## src/sv/i2cm_pkg.sv

```systemverilog
`timescale 1ns / 1ps
`default_nettype none
// ----------------------------------------------------------------------------
// i2cm_pkg
// Shared types and constants for the I2C master bit engine.
// ----------------------------------------------------------------------------
package i2cm_pkg;

    // Command codes, same encoding as the kind field
    typedef enum logic [2:0] {
        CMD_IDLE  = 3'd0,
        CMD_START = 3'd1,
        CMD_STOP  = 3'd2,
        CMD_WRITE = 3'd3,
        CMD_READ  = 3'd4,
        CMD_ACK   = 3'd5,
        CMD_NACK  = 3'd6
    } cmd_t;

    // Input item as seen on the s_ channel
    typedef struct packed {
        logic [2:0] kind;
        logic [7:0] wr_byte;
        logic       sda_in;
    } in_item_t;

    // Result item as seen on the m_ channel
    typedef struct packed {
        logic       scl_out;
        logic       sda_out;
        logic       busy_res;
        logic       done_res;
        logic [7:0] read_byte;
        logic       ack_seen;
    } out_item_t;

    // Classified item passed from front to back
    typedef struct packed {
        cmd_t       cmd;
        logic [7:0] wr_byte;
        logic       sda_in;
    } q_item_t;

    localparam int QUEUE_DEPTH = 2;
    localparam int BITS_PER_BYTE = 8;

    // Register map
    localparam int APB_ADDR_W = 3;
    localparam int APB_DATA_W = 32;
    localparam logic REG_RESEND_ON_NACK = 1'b0;   // register index, paddr[2]
    localparam logic RESEND_RESET = 1'b1;

endpackage
`default_nettype wire

```

## src/sv/i2c_master_bit_engine_core.sv

```systemverilog
`timescale 1ns / 1ps
`default_nettype none
// ----------------------------------------------------------------------------
// i2c_master_bit_engine_core
// I2C master bit engine: one bus phase per tick item, APB control register.
// ----------------------------------------------------------------------------
// Usage:
//   s_ channel: one tick item per handshake (command kind, byte to write,
//   sampled SDA). m_ channel: exactly one result item per tick item (SCL and
//   SDA levels, busy, done, last read byte, last ack seen), in order.
//   APB port: register 0 (address 0) is resend_on_nack, bit 0, reset 1.
// Path: a tick passes the decode register, then a queue entry and the
//   engine output register before its result appears.
// Throughput: one item per clock unless the result channel stalls; the engine
//   applies one phase per accepted item, set by its single state update.
// Reset: aresetn low clears the engine to idle with both lines driven low,
//   empties the queue and sets resend_on_nack to 1.
// Stall: when m_ready is low the result holds in the output register; the
//   queue and decode register keep taking items until they fill, after
//   which s_ready drops.
// ----------------------------------------------------------------------------
module i2c_master_bit_engine_core
    import i2cm_pkg::*;
#(
    parameter int QDEPTH = QUEUE_DEPTH
) (
    input  wire logic                  aclk,
    input  wire logic                  aresetn,
    // input channel
    input  wire logic                  s_valid,
    output logic                       s_ready,
    input  wire in_item_t              s_item,
    // result channel
    output logic                       m_valid,
    input  wire logic                  m_ready,
    output out_item_t                  m_item,
    // configuration
    input  wire logic                  psel,
    input  wire logic                  penable,
    input  wire logic                  pwrite,
    input  wire logic [APB_ADDR_W-1:0] paddr,
    input  wire logic [APB_DATA_W-1:0] pwdata,
    output logic [APB_DATA_W-1:0]      prdata,
    output logic                       pready
);

    logic    resend_reg;
    logic    fq_valid;
    logic    fq_ready;
    q_item_t fq_item;
    logic    qe_valid;
    logic    qe_ready;
    q_item_t qe_item;

    // Register access
    assign pready = 1'b1;

    always_ff @(posedge aclk) begin
        if (!aresetn) begin
            resend_reg <= RESEND_RESET;
        end else if (psel && penable && pwrite && paddr[2] == REG_RESEND_ON_NACK) begin
            resend_reg <= pwdata[0];
        end
    end

    always_comb begin
        prdata = '0;
        if (paddr[2] == REG_RESEND_ON_NACK) begin
            prdata[0] = resend_reg;
        end
    end

    i2cm_front u_front (
        .aclk    (aclk),
        .aresetn (aresetn),
        .s_valid (s_valid),
        .s_ready (s_ready),
        .s_item  (s_item),
        .q_valid (fq_valid),
        .q_ready (fq_ready),
        .q_item  (fq_item)
    );

    i2cm_queue #(
        .DEPTH (QDEPTH)
    ) u_queue (
        .aclk     (aclk),
        .aresetn  (aresetn),
        .wr_valid (fq_valid),
        .wr_ready (fq_ready),
        .wr_item  (fq_item),
        .rd_valid (qe_valid),
        .rd_ready (qe_ready),
        .rd_item  (qe_item)
    );

    i2cm_engine u_engine (
        .aclk           (aclk),
        .aresetn        (aresetn),
        .resend_on_nack (resend_reg),
        .q_valid        (qe_valid),
        .q_ready        (qe_ready),
        .q_item         (qe_item),
        .m_valid        (m_valid),
        .m_ready        (m_ready),
        .m_item         (m_item)
    );

endmodule
`default_nettype wire

```

## src/sv/i2cm_front.sv

```systemverilog
`timescale 1ns / 1ps
`default_nettype none
// ----------------------------------------------------------------------------
// i2cm_front
// Input stage: takes tick items and decodes the kind field into a command.
// ----------------------------------------------------------------------------
module i2cm_front
    import i2cm_pkg::*;
(
    input  wire logic     aclk,
    input  wire logic     aresetn,
    input  wire logic     s_valid,
    output logic          s_ready,
    input  wire in_item_t s_item,
    output logic          q_valid,
    input  wire logic     q_ready,
    output q_item_t       q_item
);

    logic    valid_reg;
    q_item_t item_reg;
    cmd_t    cmd_dec;

    // Kind decode; unused code behaves as tick only
    always_comb begin
        unique case (s_item.kind)
            CMD_START: cmd_dec = CMD_START;
            CMD_STOP:  cmd_dec = CMD_STOP;
            CMD_WRITE: cmd_dec = CMD_WRITE;
            CMD_READ:  cmd_dec = CMD_READ;
            CMD_ACK:   cmd_dec = CMD_ACK;
            CMD_NACK:  cmd_dec = CMD_NACK;
            default:   cmd_dec = CMD_IDLE;
        endcase
    end

    assign s_ready = !valid_reg || q_ready;
    assign q_valid = valid_reg;
    assign q_item  = item_reg;

    // Holding register
    always_ff @(posedge aclk) begin
        if (!aresetn) begin
            valid_reg <= 1'b0;
        end else if (s_ready) begin
            valid_reg <= s_valid;
        end
    end

    always_ff @(posedge aclk) begin
        if (s_valid && s_ready) begin
            item_reg.cmd     <= cmd_dec;
            item_reg.wr_byte <= s_item.wr_byte;
            item_reg.sda_in  <= s_item.sda_in;
        end
    end

endmodule
`default_nettype wire

```

## src/sv/i2cm_queue.sv

```systemverilog
`timescale 1ns / 1ps
`default_nettype none
// ----------------------------------------------------------------------------
// i2cm_queue
// Small FIFO between the decode front and the line engine.
// ----------------------------------------------------------------------------
module i2cm_queue
    import i2cm_pkg::*;
#(
    parameter int DEPTH = QUEUE_DEPTH
) (
    input  wire logic    aclk,
    input  wire logic    aresetn,
    input  wire logic    wr_valid,
    output logic         wr_ready,
    input  wire q_item_t wr_item,
    output logic         rd_valid,
    input  wire logic    rd_ready,
    output q_item_t      rd_item
);

    localparam int PTR_W = (DEPTH > 1) ? $clog2(DEPTH) : 1;
    localparam int CNT_W = $clog2(DEPTH + 1);
    localparam logic [PTR_W-1:0] PTR_LAST = PTR_W'(DEPTH - 1);
    localparam logic [CNT_W-1:0] CNT_FULL = CNT_W'(DEPTH);

    q_item_t          mem_reg [DEPTH];
    logic [PTR_W-1:0] wr_ptr_reg;
    logic [PTR_W-1:0] rd_ptr_reg;
    logic [CNT_W-1:0] count_reg;
    logic [CNT_W-1:0] count_next;
    logic             push;
    logic             pop;

    assign wr_ready = (count_reg != CNT_FULL);
    assign rd_valid = (count_reg != '0);
    assign rd_item  = mem_reg[rd_ptr_reg];
    assign push     = wr_valid && wr_ready;
    assign pop      = rd_valid && rd_ready;

    always_comb begin
        count_next = count_reg;
        if (push && !pop) begin
            count_next = count_reg + CNT_W'(1);
        end else if (pop && !push) begin
            count_next = count_reg - CNT_W'(1);
        end
    end

    // Pointers and fill level
    always_ff @(posedge aclk) begin
        if (!aresetn) begin
            wr_ptr_reg <= '0;
            rd_ptr_reg <= '0;
            count_reg  <= '0;
        end else begin
            count_reg <= count_next;
            if (push) begin
                wr_ptr_reg <= (wr_ptr_reg == PTR_LAST) ? '0 : wr_ptr_reg + PTR_W'(1);
            end
            if (pop) begin
                rd_ptr_reg <= (rd_ptr_reg == PTR_LAST) ? '0 : rd_ptr_reg + PTR_W'(1);
            end
        end
    end

    // Storage
    always_ff @(posedge aclk) begin
        if (push) begin
            mem_reg[wr_ptr_reg] <= wr_item;
        end
    end

    // Fill level stays in range and tracks each push; no pop from an empty queue
    a_count_range: assert property (@(posedge aclk) disable iff (!aresetn)
        count_reg <= CNT_FULL)
        else $error("queue over-filled");
    a_count_track: assert property (@(posedge aclk) disable iff (!aresetn)
        (push && !pop) |=> (count_reg == $past(count_reg) + CNT_W'(1)))
        else $error("queue count lost a push");
    a_no_pop_empty: assert property (@(posedge aclk) disable iff (!aresetn)
        (count_reg == '0) |-> !pop)
        else $error("pop from empty queue");

endmodule
`default_nettype wire

```

## src/sv/i2cm_engine.sv

```systemverilog
`timescale 1ns / 1ps
`default_nettype none
// ----------------------------------------------------------------------------
// i2cm_engine
// Line engine: one bus phase per item, with the result output register.
// ----------------------------------------------------------------------------
module i2cm_engine
    import i2cm_pkg::*;
(
    input  wire logic    aclk,
    input  wire logic    aresetn,
    input  wire logic    resend_on_nack,
    input  wire logic    q_valid,
    output logic         q_ready,
    input  wire q_item_t q_item,
    output logic         m_valid,
    input  wire logic    m_ready,
    output out_item_t    m_item
);

    cmd_t       cmd_reg,   cmd_next;
    logic [1:0] phase_reg, phase_next;
    logic [3:0] bc_reg,    bc_next;
    logic [7:0] sh_reg,    sh_next;
    logic       scl_reg,   scl_next;
    logic       sda_reg,   sda_next;
    logic       ack_reg,   ack_next;
    logic [7:0] rd_reg,    rd_next;
    logic       out_valid_reg;
    out_item_t  out_reg;

    cmd_t       cmd_cur;
    logic [1:0] phase_cur;
    logic [3:0] bc_cur;
    logic [7:0] sh_cur;
    logic       data_bit;
    logic       done;
    logic       adv;

    // Advance when an item waits and the output slot is free or draining
    assign adv     = q_valid && (!out_valid_reg || m_ready);
    assign q_ready = adv;
    assign m_valid = out_valid_reg;
    assign m_item  = out_reg;

    // Command launch, taken only while idle
    always_comb begin
        cmd_cur   = cmd_reg;
        phase_cur = phase_reg;
        bc_cur    = bc_reg;
        sh_cur    = sh_reg;
        if (cmd_reg == CMD_IDLE && q_item.cmd != CMD_IDLE) begin
            cmd_cur   = q_item.cmd;
            phase_cur = 2'd0;
            bc_cur    = 4'd0;
            if (q_item.cmd == CMD_WRITE) begin
                sh_cur = q_item.wr_byte;
            end else if (q_item.cmd == CMD_READ) begin
                sh_cur = 8'd0;
            end
        end
    end

    // Level driven in the data phase
    always_comb begin
        unique case (cmd_cur)
            CMD_STOP, CMD_ACK: data_bit = 1'b0;
            CMD_WRITE:         data_bit = bc_cur[3] ? 1'b1 : sh_cur[3'd7 - bc_cur[2:0]];
            default:           data_bit = 1'b1;
        endcase
    end

    // Phase step
    always_comb begin
        cmd_next   = cmd_cur;
        phase_next = phase_cur;
        bc_next    = bc_cur;
        sh_next    = sh_cur;
        scl_next   = scl_reg;
        sda_next   = sda_reg;
        ack_next   = ack_reg;
        rd_next    = rd_reg;
        done       = 1'b0;
        if (cmd_cur != CMD_IDLE) begin
            case (phase_cur)
                2'd0: scl_next = 1'b0;
                2'd1: sda_next = data_bit;
                2'd2: scl_next = 1'b1;
                default: begin
                    unique case (cmd_cur)
                        CMD_START: begin
                            sda_next = 1'b0;
                            done     = 1'b1;
                        end
                        CMD_STOP: begin
                            sda_next = 1'b1;
                            done     = 1'b1;
                        end
                        CMD_WRITE: begin
                            if (!bc_cur[3]) begin
                                bc_next = bc_cur + 4'd1;
                            end else begin
                                // Acknowledge slot
                                ack_next = !q_item.sda_in;
                                if (q_item.sda_in && resend_on_nack) begin
                                    bc_next = 4'd0;
                                end else begin
                                    done = 1'b1;
                                end
                            end
                        end
                        CMD_READ: begin
                            sh_next = {sh_cur[6:0], q_item.sda_in};
                            bc_next = bc_cur + 4'd1;
                            if (bc_next >= 4'(BITS_PER_BYTE)) begin
                                rd_next = sh_next;
                                done    = 1'b1;
                            end
                        end
                        default: done = 1'b1;
                    endcase
                end
            endcase
            phase_next = phase_cur + 2'd1;
            if (done) begin
                cmd_next   = CMD_IDLE;
                phase_next = 2'd0;
            end
        end
    end

    // Engine state
    always_ff @(posedge aclk) begin
        if (!aresetn) begin
            cmd_reg   <= CMD_IDLE;
            phase_reg <= 2'd0;
            bc_reg    <= 4'd0;
            sh_reg    <= 8'd0;
            scl_reg   <= 1'b0;
            sda_reg   <= 1'b0;
            ack_reg   <= 1'b0;
            rd_reg    <= 8'd0;
        end else if (adv) begin
            cmd_reg   <= cmd_next;
            phase_reg <= phase_next;
            bc_reg    <= bc_next;
            sh_reg    <= sh_next;
            scl_reg   <= scl_next;
            sda_reg   <= sda_next;
            ack_reg   <= ack_next;
            rd_reg    <= rd_next;
        end
    end

    // Output register
    always_ff @(posedge aclk) begin
        if (!aresetn) begin
            out_valid_reg <= 1'b0;
        end else if (adv) begin
            out_valid_reg <= 1'b1;
        end else if (m_ready) begin
            out_valid_reg <= 1'b0;
        end
    end

    always_ff @(posedge aclk) begin
        if (adv) begin
            out_reg.scl_out   <= scl_next;
            out_reg.sda_out   <= sda_next;
            out_reg.busy_res  <= (cmd_next != CMD_IDLE);
            out_reg.done_res  <= done;
            out_reg.read_byte <= rd_next;
            out_reg.ack_seen  <= ack_next;
        end
    end

    a_phase_idle: assert property (@(posedge aclk) disable iff (!aresetn)
        (cmd_reg == CMD_IDLE) |-> (phase_reg == 2'd0))
        else $error("phase running while idle");
    a_bc_range: assert property (@(posedge aclk) disable iff (!aresetn)
        bc_reg <= 4'(BITS_PER_BYTE))
        else $error("bit count out of range");
    a_done_not_busy: assert property (@(posedge aclk) disable iff (!aresetn)
        (out_valid_reg && out_reg.done_res) |-> !out_reg.busy_res)
        else $error("done reported while still busy");
    a_read_hold: assert property (@(posedge aclk) disable iff (!aresetn)
        (adv && !done) |=> (rd_reg == $past(rd_reg)))
        else $error("read byte changed without a completed read");

endmodule
`default_nettype wire

```

## config.mk

```make
export PLATFORM = sky130hd
export DESIGN_NAME = i2c_master_bit_engine_core
export DESIGN_NICKNAME = d
export VERILOG_FILES = /design/src/sv/i2cm_pkg.sv /design/src/sv/i2c_master_bit_engine_core.sv /design/src/sv/i2cm_front.sv /design/src/sv/i2cm_queue.sv /design/src/sv/i2cm_engine.sv
export SDC_FILE = /design/constraint.sdc
export NUM_CORES = 1
export LEC_CHECK = 0
export ABC_AREA = 1
export BUFFER_PORTS_ARGS = -buffer_cell sky130_fd_sc_hd__buf_2
export CAP_MARGIN = 20
export CORE_MARGIN = 2
export CORE_UTILIZATION = 31
export CTS_CLUSTER_SIZE = 24
export DETAILED_ROUTE_END_ITERATION = 10
export PLACE_DENSITY = 0.62
export RECOVER_POWER = 25
export SLEW_MARGIN = 20
export SYNTH_ARGS = -nofsm -noshare
export SYNTH_HDL_FRONTEND = slang
export SYNTH_SLANG_ARGS = --single-unit
```

## constraint.sdc

```tcl
create_clock -name aclk -period 4.6 [get_ports aclk]
set_clock_uncertainty 0.2 [all_clocks]
set_input_delay 0.69 -clock aclk [delete_from_list [all_inputs] [get_ports aclk]]
set_output_delay 0.69 -clock aclk [all_outputs]
set_load 0.02 [all_outputs]
```

==> results.py, run 1 <==
metrics = {
    "outcome": {
        "status": "finished, final reports clean",
    },
    "clock_tree": {
        "clkTransAtPathRegs_ns": 0.07,
        "cts_setup_buffers": 0,
        "cts_hold_buf": 0,
        "cts-resized-gates": 0,
        "numClockSinks": 85,
        "htreeDepth": 3,
        "clk_latency_ns": 0.34,
        "cts_tree": "done",
        "cts_buffers": 9,
        "cts_root_buffer": "clkbuf_16",
        "cts_max_path_buffers": 2,
    },
    "timing": {
        "worst_hold_slack_ns": 0.247,
        "slew_violations": 0,
        "tns_ns": 0,
        "min_period_ns": 3.36,
        "period_share_pct": 73.1,
        "slew_headroom_pct": 22.9,
        "rsz0062_at_grt": "false",
        "finalHoldViolCount": 0,
        "worst-slew-pin-transition_ns": 1.16,
        "setup_viol": 0,
        "fmax_mhz": 297,
    },
    "finish": {
        "largest_reg_flops": 24,
        "post-route-util_pct": 35.8,
        "finalNetCount": 572,
        "fin_cells": 694,
        "final_cell_mix": "nand2_1 (81), inv_1 (69), edfxtp_1 (49), dfxtp_1 (36), a21oi_1 (33)",
        "drive_gt1_share_pct": 17.0,
        "antennaDiodeCount": 0,
        "area_growth_pct": 11.5,
        "final_common_cell": "nand2_1",
    },
    "power": {
        "power_density_nw_per_um2": 672,
        "ir_drop_mv": 0.234,
        "p_total_mw": 3.21,
        "leakage_nw": 2.16,
    },
    "yosys": {
        "synthTopCellsByArea": "edfxtp_1 (34%), dfxtp_1 (17%), nand2_1 (7.1%)",
        "synth_top_area_share_pct": 34.4,
        "ys_warn_count": 0,
        "synth_area_um2": 4280,
        "ys_seq_elements": 85,
        "synth_largest_area_cell": "edfxtp_1",
        "syn_avg_cell_area_um2": 8.90,
        "yosysUniqueCellTypes": 47,
        "yosysSeqAreaShare_pct": 51.2,
        "netlist_instances": 481,
    },
    "worst_setup_path": {
        "path_common_cell": "nand2_1",
        "crit_path_end_kind": "flip-flop",
        "slowest_stage": "dfxtp_1",
        "crit_fanout": 15,
        "cp_num_buf_inv": 6,
        "arrival_ns": 3.40,
        "required_ns": 4.64,
        "crit_path_cell_trace": "inv_2, nand2_1, nand2_1, nor2_2, nand2_2, nand2_4, nand2_1, inv_1, ha_1, inv_1, nor2_8, inv_4, nor2_4, inv_2, nand2_1, o21ai_1, o21ai_1, inv_1",
        "cp_top_family": "simple AND/OR/NAND/NOR gates",
        "path_depth": 18,
        "cp_slowest_stage_delay_ns": 0.64,
        "crit_type": "reg2reg",
        "startpoint_type": "flip-flop",
        "rr_worst_depth": 18,
    },
    "worst_hold_path": {
        "hold_depth": 0,
        "min-delay-start": "u_front.q_item[3]",
        "hold_class": "reg2reg",
    },
    "place": {
        "globalplace.congestion": 0.820,
        "io_buffer_count": 36,
        "dp.cells": 678,
        "dpl.hpwl_um": 5540,
    },
    "drt": {
        "dr.pass1.iters": 4,
        "ant_nets": 0,
        "initialDrtViolationCount": 103,
        "drt-total-wl_um": 7920,
        "avgRoutedWirePerCell_um": 11.4,
        "vias": 3050,
        "via_per_inst": 4.39,
        "drc": 0,
    },
    "floorplanning": {
        "core_um2": 13300,
        "rows": 42,
        "fp.dieH_um": 121,
        "ios": 102,
        "dieWidth_um": 121,
        "start_util_pct": 32.1,
        "die_area_um2": 14800,
    },
    "global_route": {
        "grt_pass1_vias": 2958,
        "grt_pass1_wl_um": 13600,
        "grt.total_usage_pct": 11.6,
        "grt_overflow": 0,
        "grt_max_degree": 50,
        "antenna_found_initial": 0,
    },
    "flow_run": {
        "maxCapViolations": 0,
    },
}
==> worst register-to-register path, delay by kind of cell, from the launching register on <==
kind,cells,cell delay (ns)
AND/OR/NAND/NOR,9,1.27
buffers and inverters,6,0.71
flip-flops,1,0.64
adder cells (fa/ha/maj),1,0.24
AO/OA/AOI/OAI,2,0.21
==> layout make-up <==
cell class	instances	area, um2
fillers	1367	8570
flip-flops and latches	85	2190
multi-input cells	300	1590
inverters	80	304
clock buffers	9	225
well taps	176	220
repair buffers	37	183
clock inverters	7	57.6
==> logic make-up after synthesis <==
logic type                 count (synthesis)  synth area share [%]
muxes                                      2                 0.468
xor gates and xnor gates                   1                 0.205
and+or+nand+nor                          156                  17.7
DFF                                       85                  51.2
other                                      2                 0.176
AOI/OAI and AO/OA                        104                  14.3
buffers and inverters                    126                  14.5
adders and majority gates                  5                  1.46
==> per-stage QoR <==
step,setup WS (ns),cell area [um2]
final,1.24,4770
after global routing,0.822,4770
after CTS,1.20,4780
after detailed placement,1.23,4500
after global placement,1.24,4500
after floorplan,1.93,4390
==> path summary, 6_finish.rpt <==
kind,slack [ns],endpoint
max reg2reg,1.24,u_engine.rd_reg[6]
min reg2reg,0.25,u_queue.mem_reg[0][3]
min,0.25,u_queue.mem_reg[0][3]
max,1.24,u_engine.rd_reg[6]
==> cells in the mapped netlist (all sizes together) <==
library cell and n:
nor3 3, a22oi 2, o22ai 7, mux2i 2, o221ai 2, a211o 1
or2 2, nor2 37, nand2 90, edfxtp 49, xor2 1, o21ai 41
nor3b 1, buf 39, a21boi 3, dfxtp 36, nand3 22, ha 5
a31oi 3, nand3b 1, inv 78, o211ai 8, conb 2, clkbuf 7
a211oi 1, o31ai 1, clkinv 2, a21oi 35
==> layer usage <==
layer  track usage (%)  vias up  part of all wire [%]
met3              2.49       11                   4.9
met4              6.32        0                   2.0
li1                  -     1584                     -
met1              14.4     1374                    48
met5                 0        -                     0
met2              18.9       81                    45
==> where the power goes <==
group          internal (mW)  leakage [nW]  switching [mW]
logic                  0.405          1.27           0.928
registers               1.06         0.762           0.124
clock network          0.374         0.135           0.319
total                   1.84          2.16            1.37
Note: power is estimated with default switching activity, not from simulation.
==> run 2: changes to the inputs <==
- PLACE_DENSITY: 0.62 -> 0.64
- clock period: 4.6 -> 3 ns (I/O delays scaled with it)
==> run 2 against run 1 <==
Against the previous run:
- maximum frequency increased by 27%
- critical path depth is 2 lower
- critical path type unchanged
- core utilization is 0.81 points higher
- die area stayed put
- via count rose by 2.6%
- global-route usage up 0.41 points
- first-iteration DRC count up 35%
- sequential cell count unchanged
- hold slack got worse by 0.17 ns
- highest routed layer unchanged
- clock power grew 63%
==> results.py, run 2 (synthesized netlist as in run 1, its figures left out) <==
metrics = {
    "worst_setup_path": {
        "rr_worst_depth": 16,
        "required_ns": 3.01,
        "reg2reg_setup_slack_ns": 0.36,
        "endpoint": "u_engine.bc_reg[0]",
        "r2r-end": "u_engine.bc_reg[0]",
        "arrival_ns": 2.65,
        "crit_path_end_kind": "flip-flop",
        "crit_fanout": 6,
        "startpoint_type": "flip-flop",
        "crit_type": "reg2reg",
    },
    "clock_tree": {
        "cts_max_path_buffers": 2,
        "numClockSinks": 85,
        "clk_latency_ns": 0.34,
        "cts_setup_buffers": 0,
        "cts_hold_buf": 0,
        "cts_tree": "done",
        "cts_buffers": 9,
        "cts_root_buffer": "clkbuf_16",
        "cts-resized-gates": 0,
        "htreeDepth": 3,
        "clkTransAtPathRegs_ns": 0.07,
    },
    "place": {
        "io_buffer_count": 36,
        "post-place-ws_ns": 0.340,
        "dpl.hpwl_um": 5820,
        "globalplace.congestion": 0.845,
    },
    "finish": {
        "largest_reg_flops": 24,
        "final_common_cell": "nand2_1",
        "antennaDiodeCount": 0,
        "post-route-util_pct": 36.6,
        "drive_gt1_share_pct": 19.1,
        "finalNetCount": 583,
        "final_cell_mix": "nand2_1 (81), inv_1 (69), edfxtp_1 (49), dfxtp_1 (36), buf_2 (34)",
        "area_growth_pct": 14.1,
    },
    "global_route": {
        "grt_pass1_wl_um": 13900,
        "grt.total_usage_pct": 12.0,
        "grt_pass1_vias": 3078,
        "grt_max_degree": 50,
        "grt_overflow": 0,
        "antenna_found_initial": 0,
    },
    "drt": {
        "ant_nets": 0,
        "via_per_inst": 4.44,
        "dr.pass1.iters": 4,
        "drt-total-wl_um": 8060,
        "initialDrtViolationCount": 139,
        "avgRoutedWirePerCell_um": 11.4,
        "vias": 3130,
        "drc": 0,
    },
    "floorplanning": {
        "rows": 42,
        "die_area_um2": 14800,
        "start_util_pct": 32.1,
        "core_um2": 13300,
        "dieWidth_um": 121,
        "ios": 102,
        "fp.dieH_um": 121,
    },
    "timing": {
        "fmax_mhz": 379,
        "tns_ns": 0,
        "worst-slew-pin-transition_ns": 1.12,
        "setup_viol": 0,
        "slew_headroom_pct": 25.6,
        "min_period_ns": 2.64,
        "worst_slack_ns": 0.361,
        "slew_violations": 0,
        "worst_hold_slack_ns": 0.0770,
        "rsz0062_at_grt": "false",
        "finalHoldViolCount": 0,
        "period_share_pct": 88.0,
    },
    "power": {
        "ir_drop_mv": 0.312,
        "power_density_nw_per_um2": 1030,
        "leakage_nw": 2.23,
    },
    "flow_run": {
        "maxCapViolations": 0,
    },
    "worst_hold_path": {
        "hold_class": "in2reg",
    },
    "outcome": {
        "status": "finished, final reports clean",
    },
}
-- run 2: changes by cell type in the layout (fill, tap and decap cells not counted), sizes merged --
cell and delta:
buf +13, bufinv +1, inv -1, clkbuf -2
-- run 2: report_power, final --
part           total [mW]  switching [mW]  leakage, nW  internal, mW
combinational        2.11            1.44         1.33         0.672
clock                1.13           0.472        0.143         0.655
sequential           1.80           0.176        0.762          1.62
total                5.04            2.09         2.23          2.95
-- run 2: worst min-delay path by stage --
stage / from / to / slack, ns / depth (start not counted)
2_1_floorplan: u_front.q_item[0] / u_queue.mem_reg[0][0] / 0.22 / 0
3_3_place_gp: u_front.q_item[5] / u_queue.mem_reg[0][5] / 0.22 / 0
3_5_place_dp: u_front.q_item[3] / u_queue.mem_reg[1][3] / 0.23 / 0
4_1_cts: s_item[1] / u_front.q_item[1] / 0.06 / 1
5_1_grt: s_item[7] / u_front.q_item[7] / 0.07 / 1
6_report: s_item[3] / u_front.q_item[3] / 0.08 / 1
-- run 2: routing by layer --
layer,up-vias,track usage [%],wire (um)
li1,1608,-,-
met1,1415,14.4,3620
met2,98,20.2,3860
met3,9,2.44,459
met4,0,6.61,122
met5,-,0,0
-- run 2: area by class of cell --
type	count	area [um2]
clock buffers	9	225
clock inverters	7	80.1
fillers	1359	8470
inverters	80	304
multi-input cells	300	1590
flip-flops and latches	85	2190
well taps	176	220
repair buffers	48	268
-- run 2: worst max-delay path, cell delays in order, from the launching register on --
cell	delay, ns
dfxtp_1	0.42
inv_2	0.08
nand2_1	0.06
nand2_1	0.11
nor2_2	0.11
nand2_2	0.08
nand2_4	0.08
nand2_1	0.08
inv_1	0.10
ha_1	0.18
inv_1	0.11
nor2_1	0.25
inv_1	0.11
nor2_1	0.19
nor2_1	0.06
a211oi_1	0.21
a21oi_1	0.09
-- run 2: through the flow --
step	instance area, um2	total power [mW]	cells
after floorplan	4390	3.46	511
after global placement	4580	3.87	689
after detailed placement	4580	3.94	689
after CTS	4880	5.09	705
after global routing	4880	5.45	705
final	4880	5.04	705
==> run 3: changes to the inputs <==
- CTS_BUF_LIST: default -> sky130_fd_sc_hd__clkbuf_4 sky130_fd_sc_hd__clkbuf_8
==> run 3 against run 2 <==
Against the previous run:
- register-to-register slack is essentially flat
- design area shrank 2.1%
- sequential power is essentially flat
- hold slack lost 0.019 ns
- via count shrank 0.45%
- die area is the same
- sequential cell count is the same
- highest routed layer unchanged
==> results.py, run 3 (synthesized netlist as in run 1, its figures left out) <==
metrics = {
    "power": {
        "power_density_nw_per_um2": 991,
        "leakage_nw": 2.19,
        "ir_drop_mv": 0.325,
        "pwr-share-clk_pct": 17.6,
        "p_total_mw": 4.74,
        "comb_power_share_pct": 44.6,
        "seq_power_share_pct": 37.9,
        "intPower_mw": 2.68,
        "p_sw_mw": 2.05,
        "p_sw_share_pct": 43.3,
    },
    "floorplanning": {
        "fp.dieH_um": 121,
        "dieWidth_um": 121,
        "start_util_pct": 32.1,
        "core_um2": 13300,
        "rows": 42,
        "die_area_um2": 14800,
        "ios": 102,
    },
    "timing": {
        "fmax_mhz": 378,
        "rsz0062_at_grt": "false",
        "worst-slew-pin-transition_ns": 1.13,
        "slew_violations": 0,
        "slew_headroom_pct": 24.3,
        "tns_ns": 0,
        "finalHoldViolCount": 0,
        "setup_viol": 0,
        "worst_hold_slack_ns": 0.0579,
        "min_period_ns": 2.65,
        "period_share_pct": 88.2,
        "worst_slack_ns": 0.353,
    },
    "place": {
        "dpl.hpwl_um": 5820,
        "post-place-ws_ns": 0.340,
        "io_buffer_count": 36,
        "globalplace.congestion": 0.845,
    },
    "clock_tree": {
        "cts_hold_buf": 0,
        "cts_tree": "done",
        "cts_max_path_buffers": 2,
        "cts_setup_buffers": 0,
        "clkTransAtPathRegs_ns": 0.10,
        "clk_latency_ns": 0.36,
        "htreeDepth": 3,
        "numClockSinks": 85,
        "cts_buffers": 9,
        "cts_root_buffer": "clkbuf_8",
        "cts-resized-gates": 0,
    },
    "finish": {
        "drive_gt1_share_pct": 19.1,
        "nFillCells": 1370,
        "antennaDiodeCount": 0,
        "final_cell_mix": "nand2_1 (81), inv_1 (69), edfxtp_1 (49), dfxtp_1 (36), buf_2 (34)",
        "finalNetCount": 583,
        "area_growth_pct": 11.7,
        "final_common_cell": "nand2_1",
        "largest_reg_flops": 24,
    },
    "worst_setup_path": {
        "crit_fanout": 6,
        "startpoint_type": "flip-flop",
        "arrival_ns": 2.67,
        "r2r-end": "u_engine.bc_reg[0]",
        "crit_type": "reg2reg",
        "required_ns": 3.03,
        "rr_worst_depth": 16,
        "crit_path_end_kind": "flip-flop",
        "reg2reg_setup_slack_ns": 0.35,
    },
    "global_route": {
        "grt_overflow": 0,
        "antenna_found_initial": 0,
        "grt.total_usage_pct": 11.8,
        "grt_pass1_wl_um": 13900,
        "grt_max_degree": 50,
        "grt_pass1_vias": 3085,
    },
    "worst_hold_path": {
        "hold_class": "in2reg",
        "min-delay-start": "s_item[1]",
        "min_to": "u_front.q_item[1]",
        "hold_depth": 1,
    },
    "flow_run": {
        "maxCapViolations": 0,
    },
    "drt": {
        "dr.pass1.iters": 4,
        "initialDrtViolationCount": 148,
        "drt-total-wl_um": 8010,
        "drc": 0,
        "ant_nets": 0,
        "vias": 3116,
        "via_per_inst": 4.42,
        "avgRoutedWirePerCell_um": 11.4,
    },
    "outcome": {
        "status": "finished, final reports clean",
    },
}
run 3: cell counts in the layout (fill, tap and decap cells not counted):
No cell type changed its count.
run 3: worst max path at each step:
stage	startpoint	endpoint	depth (start not counted)
floorplan	flip-flop	u_engine.bc_reg[0]	18
global placement	flip-flop	u_engine.bc_reg[0]	15
detailed placement	flip-flop	u_engine.bc_reg[0]	16
CTS	flip-flop	u_engine.bc_reg[0]	16
global route	flip-flop	u_engine.bc_reg[0]	16
finish	flip-flop	u_engine.bc_reg[0]	16
run 3: layer usage:
metal	share of wire, %	wire length [um]	GRT usage, %
met2	48	3810	20.2
met1	46	3700	14.3
met4	1.1	87	5.46
met3	5.0	404	2.44
met5	0	0	0
run 3: cell type report:
type	instances	area [um2]	share of cell area, %
inverter	80	304	6.36
clock buffer	9	124	2.59
multi-input combinational	300	1590	33.3
timing repair buffer	48	268	5.60
sequential	85	2190	45.9
tap	176	220	4.61
clock inverter	7	80.1	1.68
run 3: metrics by stage:
| step | util (%) | instance area, um2 | cells |
|---|---|---|---|
| after global placement | 34.3 | 4580 | 689 |
| final | 35.8 | 4780 | 705 |
| after floorplan | - | 4390 | 511 |
| after global routing | 35.8 | 4780 | 705 |
| after detailed placement | 34.3 | 4580 | 689 |
| after CTS | 35.8 | 4780 | 705 |
run 3: power groups by stage:
stage	logic (mW)	registers (mW)	clock network [mW]
floorplan	1.57	1.90	0
global placement	2.06	1.81	0
detailed placement	2.12	1.82	0
CTS	2.12	1.80	0.864
global route	2.41	1.84	0.906
finish	2.11	1.79	0.832
run 3: worst max-delay path, stage by stage, from the launching register on:
cell and delay (ns):
dfxtp_1 0.42, inv_2 0.08, nand2_1 0.06, nand2_1 0.11, nor2_2 0.11, nand2_2 0.08
nand2_4 0.08, nand2_1 0.08, inv_1 0.10, ha_1 0.18, inv_1 0.11, nor2_1 0.25
inv_1 0.10, nor2_1 0.20, nor2_1 0.06, a211oi_1 0.21, a21oi_1 0.09
